**src/design/prps_pkg.sv**
```systemverilog
// ----------------------------------------------------------------------------
// prps_pkg: shared types and constants for the positive run peak scorer
// default geometry, fixed result field widths and the stage control struct
// ----------------------------------------------------------------------------
package prps_pkg;

    localparam int PRPS_LINE_MAX    = 1024;
    localparam int PRPS_SAMPLE_BITS = 24;
    localparam int PRPS_INDEX_W     = 10;
    localparam int PRPS_SCORE_W     = 33;

    // control that travels with a pending result from tracker to scorer
    typedef struct packed {
        logic valid;
        logic found;
        logic line_end;
    } prps_ctl_t;

endpackage

```
**src/design/prps_in_if.sv**
```systemverilog
// ----------------------------------------------------------------------------
// prps_in_if: sample channel
// valid/ready channel carrying one curvature sample and its end-of-line flag
// ----------------------------------------------------------------------------
interface prps_in_if #(
    parameter int SAMPLE_BITS = 24
);
    logic                          valid;
    logic                          ready;
    logic signed [SAMPLE_BITS-1:0] sample;
    logic                          last_in_line;

    modport source (output valid, output sample, output last_in_line, input ready);
    modport sink   (input valid, input sample, input last_in_line, output ready);
endinterface

```
**src/design/prps_out_if.sv**
```systemverilog
// ----------------------------------------------------------------------------
// prps_out_if: result channel
// valid/ready channel carrying one scored peak or an end-of-line marker
// ----------------------------------------------------------------------------
interface prps_out_if
    import prps_pkg::*;
();
    logic                    valid;
    logic                    ready;
    logic [PRPS_INDEX_W-1:0] peak_index;
    logic [PRPS_SCORE_W-1:0] peak_score;
    logic                    peak_found;
    logic                    line_end;

    modport source (output valid, output peak_index, output peak_score,
                    output peak_found, output line_end, input ready);
    modport sink   (input valid, input peak_index, input peak_score,
                    input peak_found, input line_end, output ready);
endinterface

```
**src/design/positive_run_peak_scorer_unit.sv**
```systemverilog
// ----------------------------------------------------------------------------
// positive_run_peak_scorer_unit: curvature run peak scorer
// scores each run of positive curvature samples along an image line
// ----------------------------------------------------------------------------
// usage
//   samples: one beat per curvature sample, signed with 16 fraction bits,
//     last_in_line marks the final sample of a line
//   results: one beat when a positive run closes, plus exactly one beat
//     with line_end set per line, shared by a run closing there; peak_found
//     clear means no peak, and then peak_index and peak_score read zero
//   path: the beat closing a run goes from the input register through the
//     tracking stage into the pending result, then multiply and result register
//   throughput: one sample per cycle while results.ready holds; the run
//     compare and the single score multiply each sit in their own register stage
//   stall: a held results.ready fills the result register, then the pending
//     result stage, then the input register; samples.ready drops only when
//     all three are full, and no beat is lost or repeated
//   reset: rst_n clears all valids and the run state; the line position
//     restarts at zero, so the first sample after reset opens a new line
//   long lines: the position saturates at LINE_MAX - 1
// ----------------------------------------------------------------------------
module positive_run_peak_scorer_unit
    import prps_pkg::*;
#(
    parameter int LINE_MAX    = PRPS_LINE_MAX,
    parameter int SAMPLE_BITS = PRPS_SAMPLE_BITS,
    localparam int POS_BITS   = (LINE_MAX > 1) ? $clog2(LINE_MAX) : 1,
    localparam int LEN_W      = POS_BITS + 1,
    localparam int BEST_W     = SAMPLE_BITS - 1
)(
    input  logic       clk,
    input  logic       rst_n,
    prps_in_if.sink    samples,
    prps_out_if.source results
);

    // pending result between tracking and scoring
    prps_ctl_t               em_ctl;
    logic [BEST_W-1:0]       em_best;
    logic [LEN_W-1:0]        em_len;
    logic [PRPS_INDEX_W-1:0] em_index;
    logic                    em_ready;

    // run tracking: positive-run detection, first-maximum capture, line position
    prps_tracker #(
        .LINE_MAX    (LINE_MAX),
        .SAMPLE_BITS (SAMPLE_BITS)
    ) u_tracker (
        .clk      (clk),
        .rst_n    (rst_n),
        .samples  (samples),
        .em_ctl   (em_ctl),
        .em_best  (em_best),
        .em_len   (em_len),
        .em_index (em_index),
        .em_ready (em_ready)
    );

    // scoring: peak value times run length into the result register
    prps_scorer #(
        .LINE_MAX    (LINE_MAX),
        .SAMPLE_BITS (SAMPLE_BITS)
    ) u_scorer (
        .clk      (clk),
        .rst_n    (rst_n),
        .em_ctl   (em_ctl),
        .em_best  (em_best),
        .em_len   (em_len),
        .em_index (em_index),
        .em_ready (em_ready),
        .results  (results)
    );

endmodule

```
**src/design/prps_tracker.sv**
```systemverilog
// ----------------------------------------------------------------------------
// prps_tracker: run tracking stage
// input register, run/peak state and the register holding a pending result
// ----------------------------------------------------------------------------
module prps_tracker
    import prps_pkg::*;
#(
    parameter int LINE_MAX    = PRPS_LINE_MAX,
    parameter int SAMPLE_BITS = PRPS_SAMPLE_BITS,
    localparam int POS_BITS   = (LINE_MAX > 1) ? $clog2(LINE_MAX) : 1,
    localparam int LEN_W      = POS_BITS + 1,
    localparam int BEST_W     = SAMPLE_BITS - 1
)(
    input  logic                    clk,
    input  logic                    rst_n,
    prps_in_if.sink                 samples,
    output prps_ctl_t               em_ctl,
    output logic [BEST_W-1:0]       em_best,
    output logic [LEN_W-1:0]        em_len,
    output logic [PRPS_INDEX_W-1:0] em_index,
    input  logic                    em_ready
);

    localparam int IDX_EXT = (POS_BITS > PRPS_INDEX_W) ? POS_BITS : PRPS_INDEX_W;
    localparam logic [POS_BITS-1:0] POS_LAST = POS_BITS'(LINE_MAX - 1);

    // input register
    logic                   in_valid_reg, in_valid_next;
    logic [SAMPLE_BITS-1:0] in_sample_reg;
    logic                   in_last_reg;

    // run state
    logic                in_run_reg, in_run_next;
    logic [POS_BITS-1:0] run_begin_reg, run_begin_next;
    logic [BEST_W-1:0]   best_value_reg, best_value_next;
    logic [POS_BITS-1:0] best_pos_reg, best_pos_next;
    logic [POS_BITS-1:0] line_pos_reg, line_pos_next;

    // pending result
    prps_ctl_t                em_ctl_reg, em_ctl_next;
    logic [BEST_W-1:0]        em_best_reg, em_best_next;
    logic [LEN_W-1:0]         em_len_reg, em_len_next;
    logic [PRPS_INDEX_W-1:0]  em_index_reg, em_index_next;

    logic                 take;
    logic                 proc;
    logic                 positive;
    logic [BEST_W-1:0]    sval;
    logic                 emit;
    logic [IDX_EXT-1:0]   idx_ext;
    logic [POS_BITS-1:0]  idx_pos;

    assign proc          = in_valid_reg && (!em_ctl_reg.valid || em_ready);
    assign samples.ready = !in_valid_reg || proc;
    assign take          = samples.valid && samples.ready;
    assign in_valid_next = take ? 1'b1 : (proc ? 1'b0 : in_valid_reg);

    assign positive = !in_sample_reg[SAMPLE_BITS-1] && (|in_sample_reg);
    assign sval     = in_sample_reg[BEST_W-1:0];
    assign idx_ext  = IDX_EXT'(idx_pos);

    always_comb
    begin
        in_run_next     = in_run_reg;
        run_begin_next  = run_begin_reg;
        best_value_next = best_value_reg;
        best_pos_next   = best_pos_reg;
        line_pos_next   = line_pos_reg;
        emit            = 1'b0;
        em_ctl_next     = em_ctl_reg;
        em_best_next    = '0;
        em_len_next     = '0;
        idx_pos         = '0;

        if (in_last_reg && line_pos_reg == '0)
        begin
            // one-sample line scores nothing
            emit                 = 1'b1;
            em_ctl_next.found    = 1'b0;
            em_ctl_next.line_end = 1'b1;
            in_run_next          = 1'b0;
            line_pos_next        = '0;
        end
        else
        begin
            if (positive && !in_run_reg)
            begin
                in_run_next     = 1'b1;
                run_begin_next  = line_pos_reg;
                best_value_next = sval;
                best_pos_next   = line_pos_reg;
            end
            else if (!positive && in_run_reg)
            begin
                // run closed by a non-positive sample
                emit                 = 1'b1;
                em_ctl_next.found    = 1'b1;
                em_ctl_next.line_end = in_last_reg;
                em_best_next         = best_value_reg;
                em_len_next          = LEN_W'(line_pos_reg) - LEN_W'(run_begin_reg);
                idx_pos              = best_pos_reg;
                in_run_next          = 1'b0;
            end
            else if (in_run_reg && sval > best_value_reg)
            begin
                best_value_next = sval;
                best_pos_next   = line_pos_reg;
            end

            if (in_last_reg)
            begin
                if (!emit)
                begin
                    emit                 = 1'b1;
                    em_ctl_next.line_end = 1'b1;
                    em_ctl_next.found    = in_run_next;
                    if (in_run_next)
                    begin
                        // run still open at line end
                        em_best_next = best_value_next;
                        em_len_next  = LEN_W'(line_pos_reg) + LEN_W'(1)
                                       - LEN_W'(run_begin_next);
                        idx_pos      = best_pos_next;
                    end
                end
                in_run_next   = 1'b0;
                line_pos_next = '0;
            end
            else if (line_pos_reg < POS_LAST)
            begin
                line_pos_next = line_pos_reg + POS_BITS'(1);
            end
        end

        em_index_next = idx_ext[PRPS_INDEX_W-1:0];

        if (proc)
        begin
            em_ctl_next.valid = emit;
        end
        else
        begin
            em_ctl_next.valid = em_ready ? 1'b0 : em_ctl_reg.valid;
        end
    end

    always_ff @(posedge clk or negedge rst_n)
    begin
        if (!rst_n)
        begin
            in_valid_reg   <= 1'b0;
            in_run_reg     <= 1'b0;
            run_begin_reg  <= '0;
            best_value_reg <= '0;
            best_pos_reg   <= '0;
            line_pos_reg   <= '0;
            em_ctl_reg     <= '0;
        end
        else
        begin
            in_valid_reg <= in_valid_next;
            if (proc)
            begin
                in_run_reg     <= in_run_next;
                run_begin_reg  <= run_begin_next;
                best_value_reg <= best_value_next;
                best_pos_reg   <= best_pos_next;
                line_pos_reg   <= line_pos_next;
            end
            em_ctl_reg.valid <= em_ctl_next.valid;
            if (proc && emit)
            begin
                em_ctl_reg.found    <= em_ctl_next.found;
                em_ctl_reg.line_end <= em_ctl_next.line_end;
            end
        end
    end

    always_ff @(posedge clk)
    begin
        if (take)
        begin
            in_sample_reg <= samples.sample;
            in_last_reg   <= samples.last_in_line;
        end
        if (proc && emit)
        begin
            em_best_reg  <= em_best_next;
            em_len_reg   <= em_len_next;
            em_index_reg <= em_index_next;
        end
    end

    assign em_ctl   = em_ctl_reg;
    assign em_best  = em_best_reg;
    assign em_len   = em_len_reg;
    assign em_index = em_index_reg;

endmodule

```
**src/design/prps_scorer.sv**
```systemverilog
// ----------------------------------------------------------------------------
// prps_scorer: score multiply and result register
// peak value times run length, registered onto the result channel
// ----------------------------------------------------------------------------
module prps_scorer
    import prps_pkg::*;
#(
    parameter int LINE_MAX    = PRPS_LINE_MAX,
    parameter int SAMPLE_BITS = PRPS_SAMPLE_BITS,
    localparam int POS_BITS   = (LINE_MAX > 1) ? $clog2(LINE_MAX) : 1,
    localparam int LEN_W      = POS_BITS + 1,
    localparam int BEST_W     = SAMPLE_BITS - 1
)(
    input  logic                    clk,
    input  logic                    rst_n,
    input  prps_ctl_t               em_ctl,
    input  logic [BEST_W-1:0]       em_best,
    input  logic [LEN_W-1:0]        em_len,
    input  logic [PRPS_INDEX_W-1:0] em_index,
    output logic                    em_ready,
    prps_out_if.source              results
);

    localparam int PROD_W = BEST_W + LEN_W;
    localparam int EXT_W  = (PROD_W > PRPS_SCORE_W) ? PROD_W : PRPS_SCORE_W;

    logic                    out_valid_reg, out_valid_next;
    logic [PRPS_INDEX_W-1:0] out_index_reg;
    logic [PRPS_SCORE_W-1:0] out_score_reg;
    logic                    out_found_reg;
    logic                    out_end_reg;
    logic                    load;
    logic [PROD_W-1:0]       prod;
    logic [EXT_W-1:0]        prod_ext;

    assign em_ready       = !out_valid_reg || results.ready;
    assign load           = em_ctl.valid && em_ready;
    assign out_valid_next = em_ready ? em_ctl.valid : out_valid_reg;

    // both factors are zero when no peak is carried
    assign prod     = PROD_W'(em_best) * PROD_W'(em_len);
    assign prod_ext = EXT_W'(prod);

    always_ff @(posedge clk or negedge rst_n)
    begin
        if (!rst_n)
        begin
            out_valid_reg <= 1'b0;
        end
        else
        begin
            out_valid_reg <= out_valid_next;
        end
    end

    always_ff @(posedge clk)
    begin
        if (load)
        begin
            out_index_reg <= em_index;
            out_score_reg <= prod_ext[PRPS_SCORE_W-1:0];
            out_found_reg <= em_ctl.found;
            out_end_reg   <= em_ctl.line_end;
        end
    end

    assign results.valid      = out_valid_reg;
    assign results.peak_index = out_index_reg;
    assign results.peak_score = out_score_reg;
    assign results.peak_found = out_found_reg;
    assign results.line_end   = out_end_reg;

endmodule

```
**src/flat_wrapper.sv**
```systemverilog
// flat-port wrapper written by rule: the top's interface ports become plain ports
module positive_run_peak_scorer_unit_flat import prps_pkg::*;
#(
    parameter int LINE_MAX    = PRPS_LINE_MAX,
    parameter int SAMPLE_BITS = PRPS_SAMPLE_BITS,
    localparam int POS_BITS   = (LINE_MAX > 1) ? $clog2(LINE_MAX) : 1,
    localparam int LEN_W      = POS_BITS + 1,
    localparam int BEST_W     = SAMPLE_BITS - 1
)
  (clk, rst_n, samples_valid, samples_sample, samples_last_in_line, samples_ready, results_valid, results_peak_index, results_peak_score, results_peak_found, results_line_end, results_ready);
  prps_in_if #(.SAMPLE_BITS(SAMPLE_BITS)) samples_i ();
  prps_out_if results_i ();
  input  logic clk;
  input  logic rst_n;
  input wire logic [$bits(samples_i.valid)-1:0] samples_valid;
  input wire logic [$bits(samples_i.sample)-1:0] samples_sample;
  input wire logic [$bits(samples_i.last_in_line)-1:0] samples_last_in_line;
  output wire logic [$bits(samples_i.ready)-1:0] samples_ready;
  output wire logic [$bits(results_i.valid)-1:0] results_valid;
  output wire logic [$bits(results_i.peak_index)-1:0] results_peak_index;
  output wire logic [$bits(results_i.peak_score)-1:0] results_peak_score;
  output wire logic [$bits(results_i.peak_found)-1:0] results_peak_found;
  output wire logic [$bits(results_i.line_end)-1:0] results_line_end;
  input wire logic [$bits(results_i.ready)-1:0] results_ready;
  assign samples_i.valid = samples_valid;
  assign samples_i.sample = samples_sample;
  assign samples_i.last_in_line = samples_last_in_line;
  assign samples_ready = samples_i.ready;
  assign results_valid = results_i.valid;
  assign results_peak_index = results_i.peak_index;
  assign results_peak_score = results_i.peak_score;
  assign results_peak_found = results_i.peak_found;
  assign results_line_end = results_i.line_end;
  assign results_i.ready = results_ready;
  positive_run_peak_scorer_unit #(.LINE_MAX(LINE_MAX), .SAMPLE_BITS(SAMPLE_BITS)) u_core (.clk(clk), .rst_n(rst_n), .samples(samples_i), .results(results_i));
endmodule
```
**config.mk**
```make
export PLATFORM = sky130hd
export DESIGN_NAME = positive_run_peak_scorer_unit_flat
export DESIGN_NICKNAME = d
export VERILOG_FILES = /design/src/design/prps_pkg.sv /design/src/design/prps_in_if.sv /design/src/design/prps_out_if.sv /design/src/design/positive_run_peak_scorer_unit.sv /design/src/design/prps_tracker.sv /design/src/design/prps_scorer.sv /design/src/flat_wrapper.sv
export SDC_FILE = /design/constraint.sdc
export NUM_CORES = 1
export LEC_CHECK = 0
export ABC_AREA = 0
export BUFFER_PORTS_ARGS = -buffer_cell sky130_fd_sc_hd__clkbuf_2
export CAP_MARGIN = 20
export CORE_UTILIZATION = 30
export DETAILED_ROUTE_END_ITERATION = 8
export SETUP_SLACK_MARGIN = 0.05
export SKIP_LAST_GASP = 1
export SLEW_MARGIN = 15
export SYNTH_ARGS = -nofsm -noshare
export SYNTH_HDL_FRONTEND = slang
export SYNTH_SLANG_ARGS = --single-unit
```
**constraint.sdc**
```tcl
create_clock -name clk -period 16.7 [get_ports clk]
set_input_delay 0 -clock clk [delete_from_list [all_inputs] [get_ports clk]]
set_output_delay 0 -clock clk [all_outputs]
set_load 0.02 [all_outputs]
```
==> results of run 1 <==
[power groups by stage]
| stage | Sequential, uW | Clock (uW) | Combinational [uW] |
|---|---|---|---|
| after global routing | 769 | 445 | 2770 |
| after floorplan | 765 | 0 | 1870 |
| after global placement | 761 | 0 | 2370 |
| final | 755 | 414 | 2410 |
| after detailed placement | 765 | 0 | 2420 |
| after CTS | 756 | 431 | 2440 |
[worst max-delay path, cell delays in order (launching register included)]
cell and delay, ns:
sky130_fd_sc_hd__edfxtp_1 0.89, sky130_fd_sc_hd__nand2_1 0.17, sky130_fd_sc_hd__fa_1 0.53, sky130_fd_sc_hd__fa_1 0.52, sky130_fd_sc_hd__inv_1 0.06, sky130_fd_sc_hd__fa_1 0.50
sky130_fd_sc_hd__fa_1 0.49, sky130_fd_sc_hd__inv_1 0.06, sky130_fd_sc_hd__fa_1 0.53, sky130_fd_sc_hd__inv_1 0.04, sky130_fd_sc_hd__ha_1 0.36, sky130_fd_sc_hd__nand3_1 0.14
sky130_fd_sc_hd__nor3_1 0.25, sky130_fd_sc_hd__o31ai_2 0.13, sky130_fd_sc_hd__a21oi_1 0.42, sky130_fd_sc_hd__nor3_1 0.18, sky130_fd_sc_hd__o31ai_1 0.43, sky130_fd_sc_hd__nor2_1 0.10
sky130_fd_sc_hd__xnor2_1 0.14
[how the worst max path moves through the flow]
stage                                           from                                      to  slack, ns  cells after the start
after floorplan           u_core.u_tracker.em_len[5]  u_core.u_scorer.results.peak_score[32]      11.28                     20
after global placement    u_core.u_tracker.em_len[5]  u_core.u_scorer.results.peak_score[31]      10.57                     19
after detailed placement  u_core.u_tracker.em_len[2]  u_core.u_scorer.results.peak_score[31]      10.47                     18
after CTS                 u_core.u_tracker.em_len[2]  u_core.u_scorer.results.peak_score[31]      10.48                     18
after global routing      u_core.u_tracker.em_len[2]  u_core.u_scorer.results.peak_score[31]      10.07                     18
final                     u_core.u_tracker.em_len[2]  u_core.u_scorer.results.peak_score[29]      10.50                     18
[per-layer routing]
metal  part of all wire (%)  global-route usage (%)  up-vias
met5                      0                       0        -
met4                    1.8                    4.82        0
met3                    4.1                    2.68       43
met2                     48                    23.7      216
met1                     46                    18.6     5304
li1                       -                       -     5008
[placed cells by master (no fill, tap or decap), drive strengths merged, types with 5 or more instances in the layout]
| cell type | n |
|---|---|
| inv | 250 |
| fa | 189 |
| a21oi | 41 |
| a21o | 27 |
| a32o | 5 |
| nand3 | 13 |
| dfrtp | 59 |
| nor2b | 7 |
| edfxtp | 114 |
| nor3 | 12 |
| o21ai | 44 |
| xor2 | 16 |
| nor2 | 48 |
| a22o | 29 |
| dlygate4sd3 | 29 |
| nand4 | 10 |
| xnor2 | 28 |
| clkinv | 7 |
| o21a | 6 |
| nand2b | 8 |
| nor4 | 7 |
| mux2i | 7 |
| o21bai | 5 |
| o31ai | 5 |
| clkbuf | 92 |
| buf | 7 |
| ha | 123 |
| nand2 | 197 |
| mux2 | 33 |
| and2 | 106 |
[kinds of logic (layout without fill, tap and decap cells)]
logic type      Yosys count  count (layout)  share of synthesized area (%)
fa+ha+maj               312             312                           33.8
mux                      40              40                           2.81
buf+inv                 312             385                           7.62
xor+xnor                 44              44                           2.45
simple gates            425             425                           13.0
flops                   173             173                           31.1
compound gates          199             199                           9.23
[final cells by class]
| cell class | instances | area, sq um |
|---|---|---|
| multi-input combinational | 1020 | 9650 |
| clock buffer | 17 | 425 |
| tap | 680 | 851 |
| sequential | 173 | 4900 |
| inverter | 242 | 908 |
| timing repair buffer | 111 | 718 |
| clock inverter | 15 | 188 |
| fill | 5167 | 34000 |
[through the flow]
| stage | hold slack [ns] | util, % | instance area [sq um] |
|---|---|---|---|
| CTS | 0.184 | 34.2 | 17600 |
| global placement | 0.178 | 32.4 | 16700 |
| finish | 0.227 | 34.2 | 17600 |
| global route | 0.199 | 34.2 | 17600 |
| detailed placement | 0.179 | 32.4 | 16700 |
| floorplan | -0.296 | - | 15700 |
==> results.cfg, run 1 <==
[synth]
ys.warnings.count = 0
synth-async-reset-ratio_pct = 34.1
syn_inst = 1505
synth_top_cells_by_count = sky130_fd_sc_hd__inv_1, sky130_fd_sc_hd__nand2_1, sky130_fd_sc_hd__fa_1
synth.top_cells.by_area = sky130_fd_sc_hd__fa_1, sky130_fd_sc_hd__edfxtp_1, sky130_fd_sc_hd__ha_1
postSynthRegisterBits = 173
seq_area_frac_synth_pct = 31.1
synth.distinct_cells = 75
synth-edff-count = 114
synth.cell_area_sq_mm = 0.0157
synth.largest_area_cell = sky130_fd_sc_hd__fa_1
synthesis.area_per_instance_sq_um = 10.5
syn-num-nets = 1846
synth_largest_type_area_fraction_pct = 24.0
synth-main-ff-cell = sky130_fd_sc_hd__edfxtp_1
synth.most_common_cell = sky130_fd_sc_hd__inv_1

[clock_tree]
tritoncts.num_buffers = 17
holdBufCountCts = 29
clock_tree.root_cell = sky130_fd_sc_hd__clkbuf_16
clock_sinks = 173
clock_latency_ns = 0.49
tritoncts = built
clkSlewWorstSetupHoldPaths_ns = 0.08
cts.htree.levels = 4
cts_resized = 0
cts.path.max_buffers = 2
number_of_setup_buffers_added_after_cts = 0

[flow_run]
max_cap_viol_count = 0

[timing]
rsz_0062_raised_after_global_routing = false
clock_skew_ns = 0.0201
hold_viol = 0
report.final.slew_viol_count = 0
fin_ws_ns = 10.50
tns_ns = 0
final_period_minus_worst_setup_slack_ns = 6.20
clock.fmax_ghz = 0.161
finalSetupViolCount = 0
worstMarginPinSlew_ns = 0.948
fin_crit_sh_pct = 37.1
maxSlewHeadroom_pct = 36.8

[power]
power.leakage_uw = 0.00794
totalPowerFinal_uw = 3580
power_per_cell_area_mw_per_mm2 = 203
switching_share_pct = 46.5
ir_drop_v = 0.000122
internal_power_uw = 1920
pwr-share-comb_pct = 67.3
clock_power_share_pct = 11.6
switching_power_uw = 1660
share_seq_of_total_power_pct = 21.1

[drt]
drc_violations_left = 0
drtPass1Iterations = 6
routed_via_density = 4.68
route.antenna.remaining_nets = 0
avgRoutedWirePerCell_um = 15.7
totalWireLength_um = 35500
drt_first_iter_violations = 591
detailroute.via_count = 10600

[placement]
place_ws_ns = 10.47
gp_routability_congestion = 0.831
place.detailed.instances = 2197
place_hpwl_um = 27300
port_buffers = 75

[cells_and_area]
final-instance-count-excl-fill = 2258
antenna-diode-count = 0
nNetsFinal = 1906
largest_register_ff_count = 33
syn_to_final_growth_pct = 12.1
drive_above_1_share_pct = 10.7

[setup_path]
critical_path_peak_fanout = 23
worstPathArrival_ns = 6.43
reg2reg_setup_slack_ns = 10.50
cp_data_required_time_ns = 16.94
reg2reg_from = u_core.u_tracker.em_len[2]
timing.critical_path.to_type = flop
criticalPathCategory = reg2reg
timing.critical_path.from_type = flop
worst_r2r_path_depth = 18
timing.rr.end = u_core.u_scorer.results.peak_score[29]

[global_routing]
grt_usage_pct = 14.3
grt.overflow.total = 0
number_of_global_route_vias_before_repair = 11200
grt_first_pass_wirelength_um = 59100
grt_max_degree = 60
antenna_found_initial = 0

[floorplanning]
area_inside_the_core_boundary_sq_mm = 0.0516
effective_utilization_at_floorplan_pct = 30.5
ios = 76
die-height_um = 231
floorplan.die.width_um = 231
core.rowCount = 83
die-area_sq_mm = 0.0534

[run_status]
run_status = complete, no violations

[worst_hold_path]
holdCritPathClass = in2async
Note: power is estimated with default switching activity, not from simulation.
==> run 2: changes to the inputs <==
==> constraint.sdc (replaced) <==
create_clock -name clk -period 5.1 [get_ports clk]
set_input_delay 0 -clock clk [delete_from_list [all_inputs] [get_ports clk]]
set_output_delay 0 -clock clk [all_outputs]
set_load 0.02 [all_outputs]
==> run 2 against run 1 <==
  * Critical path depth is the same
  * Sequential cell count unchanged
  * Register-to-register slack worse by 11 ns
  * Global-route usage grew 1.2 points
  * The flow now finishes with violations (setup timing)
  * Clock-buffer cell count increased by 1
==> results.cfg, run 2 (synthesized netlist as in run 1, its figures left out) <==
[cells_and_area]
final_cell_mix = sky130_fd_sc_hd__inv_1, sky130_fd_sc_hd__nand2_1, sky130_fd_sc_hd__fa_1
largest_register_ff_count = 33
syn_to_final_growth_pct = 24.7
drive_above_1_share_pct = 24.2
utilization_pct = 38.0
nNetsFinal = 2082
final_common_cell = sky130_fd_sc_hd__inv_1
fillerInstances = 5046
antenna-diode-count = 0

[timing]
finalSetupViolCount = 15
maxSlewHeadroom_pct = 35.0
worstMarginPinSlew_ns = 0.975
rsz_0062_raised_after_global_routing = true
clock.fmax_ghz = 0.184
fin_crit_sh_pct = 107
fin_ws_ns = -0.335
clock_skew_ns = 0.0184
final_period_minus_worst_setup_slack_ns = 5.44
hold_viol = 0
report.final.slew_viol_count = 0

[placement]
gp_routability_congestion = 0.897
port_buffers = 75
place_hpwl_um = 30400

[drt]
drc_violations_left = 0
drt_first_iter_violations = 653
totalWireLength_um = 39200
route.antenna.remaining_nets = 0
avgRoutedWirePerCell_um = 16.1
drtPass1Iterations = 4
detailroute.via_count = 11300
routed_via_density = 4.65

[floorplanning]
area_inside_the_core_boundary_sq_mm = 0.0516
ios = 76
core.rowCount = 83
die-area_sq_mm = 0.0534
effective_utilization_at_floorplan_pct = 30.5
floorplan.die.width_um = 231
die-height_um = 231

[setup_path]
reg2reg_setup_slack_ns = -0.34
timing.critical_path.to_type = flop
timing.critical_path.from_type = flop
worstSetupEndpoint = u_core.u_scorer.results.peak_score[32]
slowest_stage = sky130_fd_sc_hd__fa_1
cp_data_required_time_ns = 5.34
critical_path_peak_fanout = 7
crit_path_start = u_core.u_tracker.em_best[6]
timing.rr.end = u_core.u_scorer.results.peak_score[32]
worst_r2r_path_depth = 18
highest_cell_delay_on_the_worst_timing_path_ns = 0.56
criticalPathCategory = reg2reg
reg2reg_from = u_core.u_tracker.em_best[6]
worstPathArrival_ns = 5.68
path_cells = buf_6 -> and2_4 -> fa_1 -> fa_1 -> fa_1 -> fa_1 -> inv_1 -> fa_1 -> inv_1 -> ha_2 -> or3_4 -> o211ai_4 -> a21boi_4 -> a311oi_4 -> buf_12 -> o2111ai_4 -> o31ai_4 -> xnor2_1
path_common_cell = sky130_fd_sc_hd__fa_1

[power]
totalPowerFinal_uw = 15300
power_per_cell_area_mw_per_mm2 = 777
power.leakage_uw = 0.00892
ir_drop_v = 0.000514

[clock_tree]
clock_tree.root_cell = sky130_fd_sc_hd__clkbuf_16
clkSlewWorstSetupHoldPaths_ns = 0.08
clock_sinks = 173
cts.htree.levels = 4
clock_latency_ns = 0.49
tritoncts = built
tritoncts.num_buffers = 17
cts.path.max_buffers = 2

[global_routing]
grt.overflow.total = 0
grt_first_pass_wirelength_um = 63900
grt_max_degree = 60
grt_usage_pct = 15.5
number_of_global_route_vias_before_repair = 12200
antenna_found_initial = 1

[run_status]
violations = setup timing
run_status = finished, violations left

[worst_hold_path]
holdCritPathClass = in2async

[flow_run]
max_cap_viol_count = 0
run 2: timing repair:
item / CTS / global route
pin swaps: 35 / 30
gates resized for setup: 74 / 48
hold buffers: 29 / 0
hold endpoints to repair: 87 / 0
gates cloned: 0 / 0
setup buffers: 51 / 8
setup endpoints to repair: 18 / 20
run 2: per-stage QoR:
step	hold WS, ns	TNS, ns	cell area (sq um)	std cells	setup slack, ns
2_1_floorplan	-0.296	-0.0797	15900	1505	-0.0592
3_3_place_gp	0.178	-4.62	17700	2317	-0.513
3_5_place_dp	0.179	-5.60	17700	2317	-0.594
4_1_cts	0.188	-2.97	19400	2426	-0.329
5_1_grt	0.202	-6.27	19600	2434	-0.518
6_report	0.213	-3.41	19600	2434	-0.335
run 2: area by class of cell:
cell class | count | area, sq um | area share [%]
Clock buffer | 18 | 450 | 2.29
Tap cell | 680 | 851 | 4.33
Timing Repair Buffer | 287 | 2210 | 11.3
Sequential cell | 173 | 4900 | 25.0
Clock inverter | 14 | 181 | 0.924
Multi-Input combinational cell | 1020 | 10100 | 51.6
Inverter | 242 | 908 | 4.63
run 2: how the worst min path moves through the flow:
stage                          from                            endpoint  slack [ns]  cells past startpoint
6_report                      rst_n    u_core.u_tracker.best_pos_reg[6]        0.21                      3
5_1_grt           samples_sample[6]   u_core.u_tracker.in_sample_reg[6]        0.20                      2
4_1_cts        samples_last_in_line        u_core.u_tracker.in_last_reg        0.19                      2
3_5_place_dp     samples_sample[15]  u_core.u_tracker.in_sample_reg[15]        0.18                      1
3_3_place_gp   samples_last_in_line        u_core.u_tracker.in_last_reg        0.18                      1
2_1_floorplan                 rst_n       u_core.u_scorer.results.valid       -0.30                      0
run 2: worst max-delay path, delay by kind of cell (launching register included):
family                   cells  cell delay, ns
adder cells (fa/ha/maj)      6            2.59
AO/OA/AOI/OAI                5            0.97
flip-flops                   1            0.55
AND/OR/NAND/NOR              2            0.55
buffers and inverters        4            0.45
XOR/XNOR                     1            0.08
run 2: per-layer routing:
metal / vias to the layer above / GRT usage, % / routed length (um)
met5: - / 0 / 0
met4: 0 / 5.03 / 857
met3: 53 / 2.73 / 1340
li1: 5382 / - / -
met2: 194 / 27.6 / 20000
met1: 5690 / 18.7 / 17000
run 2: power breakdown:
group	switching (uW)	total (uW)	internal, uW	leakage (uW)
sequential	191	2380	2190	0.00185
combinational	5790	11500	5690	0.00676
clock	698	1390	697	0.000302
==> run 3: changes to the inputs <==
--- a/config.mk
+++ b/config.mk
@@ -8,6 +8,7 @@
 export ABC_AREA = 0
 export BUFFER_PORTS_ARGS = -buffer_cell sky130_fd_sc_hd__clkbuf_2
 export CAP_MARGIN = 20
+export CORE_ASPECT_RATIO = 1.25
 export CORE_UTILIZATION = 30
 export DETAILED_ROUTE_END_ITERATION = 8
 export SETUP_SLACK_MARGIN = 0.05
==> run 3 against run 2 <==
  * The run ends with DRC, setup timing left
  * Cell area fell by 1.5%
  * Clock-buffer cell count rose by 1
  * Non-clock buffer count fell by 28
  * Final cell count fell by 1.8%
  * Routed wire length fell by 4.0%
  * Sequential share of layout area rose by 0.39 points
  * Critical endpoint unchanged
==> results.cfg, run 3 (synthesized netlist as in run 1, its figures left out) <==
[placement]
gp_routability_congestion = 0.844
place_hpwl_um = 29300
port_buffers = 75

[setup_path]
criticalPathCategory = reg2reg
path_cells = buf_6 -> and2_4 -> fa_2 -> fa_2 -> fa_2 -> fa_1 -> inv_1 -> fa_1 -> inv_1 -> ha_2 -> nand3_4 -> nor2_2 -> a41oi_2 -> a21boi_2 -> a311oi_4 -> buf_6 -> o2111ai_4 -> o31ai_4 -> xnor2_1
crit_family = adder cells
cp.buffers_inverters = 4
critical_path_peak_fanout = 6
cp_data_required_time_ns = 5.31
path_common_cell = sky130_fd_sc_hd__fa_2
slowest_stage = sky130_fd_sc_hd__fa_2
timing.critical_path.to_type = flop
reg2reg_from = u_core.u_tracker.em_len[9]
worstPathArrival_ns = 5.59
timing.critical_path.from_type = flop
highest_cell_delay_on_the_worst_timing_path_ns = 0.53
crit_path_start = u_core.u_tracker.em_len[9]

[global_routing]
antenna_found_initial = 0
grt_first_pass_wirelength_um = 61300
grt_usage_pct = 14.7
grt.overflow.total = 0
number_of_global_route_vias_before_repair = 12000
grt_max_degree = 60

[clock_tree]
tritoncts = built
clock_latency_ns = 0.47
clkSlewWorstSetupHoldPaths_ns = 0.07
cts.path.max_buffers = 2
cts.htree.levels = 4
clock_sinks = 173
clock_tree.root_cell = sky130_fd_sc_hd__clkbuf_16
tritoncts.num_buffers = 17

[drt]
avgRoutedWirePerCell_um = 15.7
drc_violations_left = 3
routed_via_density = 4.69
drt_first_iter_violations = 361
detailroute.via_count = 11200
drtPass1Iterations = 6
route.antenna.remaining_nets = 0
totalWireLength_um = 37600

[cells_and_area]
antenna-diode-count = 0
fillerInstances = 5157
syn_to_final_growth_pct = 22.8
final_common_cell = sky130_fd_sc_hd__inv_1
drive_above_1_share_pct = 23.2
nNetsFinal = 2054
final_cell_mix = sky130_fd_sc_hd__inv_1, sky130_fd_sc_hd__nand2_1, sky130_fd_sc_hd__fa_1
largest_register_ff_count = 33

[worst_hold_path]
worst_hold_startpoint = samples_sample[15]
holdCritPathClass = in2reg

[run_status]
violations = DRC, setup timing
run_status = finished, violations left

[timing]
final_period_minus_worst_setup_slack_ns = 5.38
fin_crit_sh_pct = 106
tns_ns = -2.44
fin_ws_ns = -0.281
rsz_0062_raised_after_global_routing = true
maxSlewHeadroom_pct = 45.4
worstMarginPinSlew_ns = 0.817
report.final.slew_viol_count = 0
clock.fmax_ghz = 0.186
finalSetupViolCount = 13
clock_skew_ns = 0.0153
hold_viol = 0

[flow_run]
max_cap_viol_count = 0

[floorplanning]
effective_utilization_at_floorplan_pct = 30.5
core.rowCount = 93
die-height_um = 258
area_inside_the_core_boundary_sq_mm = 0.0517
ios = 76
floorplan.die.width_um = 207
die-area_sq_mm = 0.0534
run 3: changes by cell type in the layout (fill, tap and decap cells not counted), sizes merged:
cell | previous run | this run
clkinv | 6 | 3
buf | 183 | 155
bufinv | 0 | 2
clkinvlp | 1 | 0
clkbuf | 93 | 94
inv | 249 | 250
run 3: worst paths after layout:
check                           cells after the start  slack (ns)                                      to
worst max-delay path                               19       -0.28  u_core.u_scorer.results.peak_score[32]
worst min-delay path                                2        0.24      u_core.u_tracker.in_sample_reg[15]
worst max register to register                     19       -0.28  u_core.u_scorer.results.peak_score[32]
worst min register to register                      0        0.44   u_core.u_scorer.results.peak_index[6]
max in group asynchronous                           3        4.31     u_core.u_tracker.best_value_reg[10]
min in group asynchronous                           3        0.26        u_core.u_tracker.line_pos_reg[7]
run 3: timing repair:
action / 4_1_cts / 5_1_grt
gates resized for setup: 61 / 58
cloned: 0 / 1
hold endpoints to repair: 87 / 0
buffers inserted: 21 / 10
pin swaps: 28 / 27
hold buffers: 29 / 0
endpoints found under the setup margin: 18 / 19
run 3: metal layers:
layer / global-route usage [%] / share of wire [%] / up-vias
li1: - / - / 5315
met1: 18.1 / 43 / 5642
met2: 25.4 / 51 / 195
met3: 2.33 / 3.1 / 73
met4: 5.86 / 2.9 / 0
met5: 0 / 0 / -
run 3: stage by stage:
| stage | hold slack, ns | cells | worst slack (ns) | area [sq um] | util [%] |
|---|---|---|---|---|---|
| floorplan | -0.296 | 1505 | -0.0592 | 15900 | - |
| global route | 0.229 | 2391 | -0.501 | 19300 | 37.4 |
| detailed placement | 0.179 | 2300 | -0.472 | 17700 | 34.3 |
| CTS | 0.212 | 2382 | -0.284 | 19100 | 36.9 |
| global placement | 0.178 | 2300 | -0.414 | 17700 | 34.3 |
| finish | 0.240 | 2391 | -0.281 | 19300 | 37.4 |
run 3: layout make-up:
type	count	area, sq um	share of cell area (%)
Inverter	242	908	4.70
Clock buffer	19	443	2.29
Multi-Input combinational cell	1020	10100	52.3
Timing Repair Buffer	259	1970	10.2
Clock inverter	13	170	0.880
Tap cell	665	832	4.30
Sequential cell	173	4900	25.3
run 3: worst register-to-register path: stages, from the launching register on:
cell and delay [ns]:
sky130_fd_sc_hd__edfxtp_1 0.51, sky130_fd_sc_hd__buf_6 0.18, sky130_fd_sc_hd__and2_4 0.14, sky130_fd_sc_hd__fa_2 0.53, sky130_fd_sc_hd__fa_2 0.45, sky130_fd_sc_hd__fa_2 0.48
sky130_fd_sc_hd__fa_1 0.48, sky130_fd_sc_hd__inv_1 0.05, sky130_fd_sc_hd__fa_1 0.47, sky130_fd_sc_hd__inv_1 0.04, sky130_fd_sc_hd__ha_2 0.38, sky130_fd_sc_hd__nand3_4 0.10
sky130_fd_sc_hd__nor2_2 0.14, sky130_fd_sc_hd__a41oi_2 0.15, sky130_fd_sc_hd__a21boi_2 0.29, sky130_fd_sc_hd__a311oi_4 0.14, sky130_fd_sc_hd__buf_6 0.16, sky130_fd_sc_hd__o2111ai_4 0.23
sky130_fd_sc_hd__o31ai_4 0.08, sky130_fd_sc_hd__xnor2_1 0.12
Power of run 3 is not shown: default switching activity piles up to over one toggle a cycle in this logic, so the estimate is an artifact.
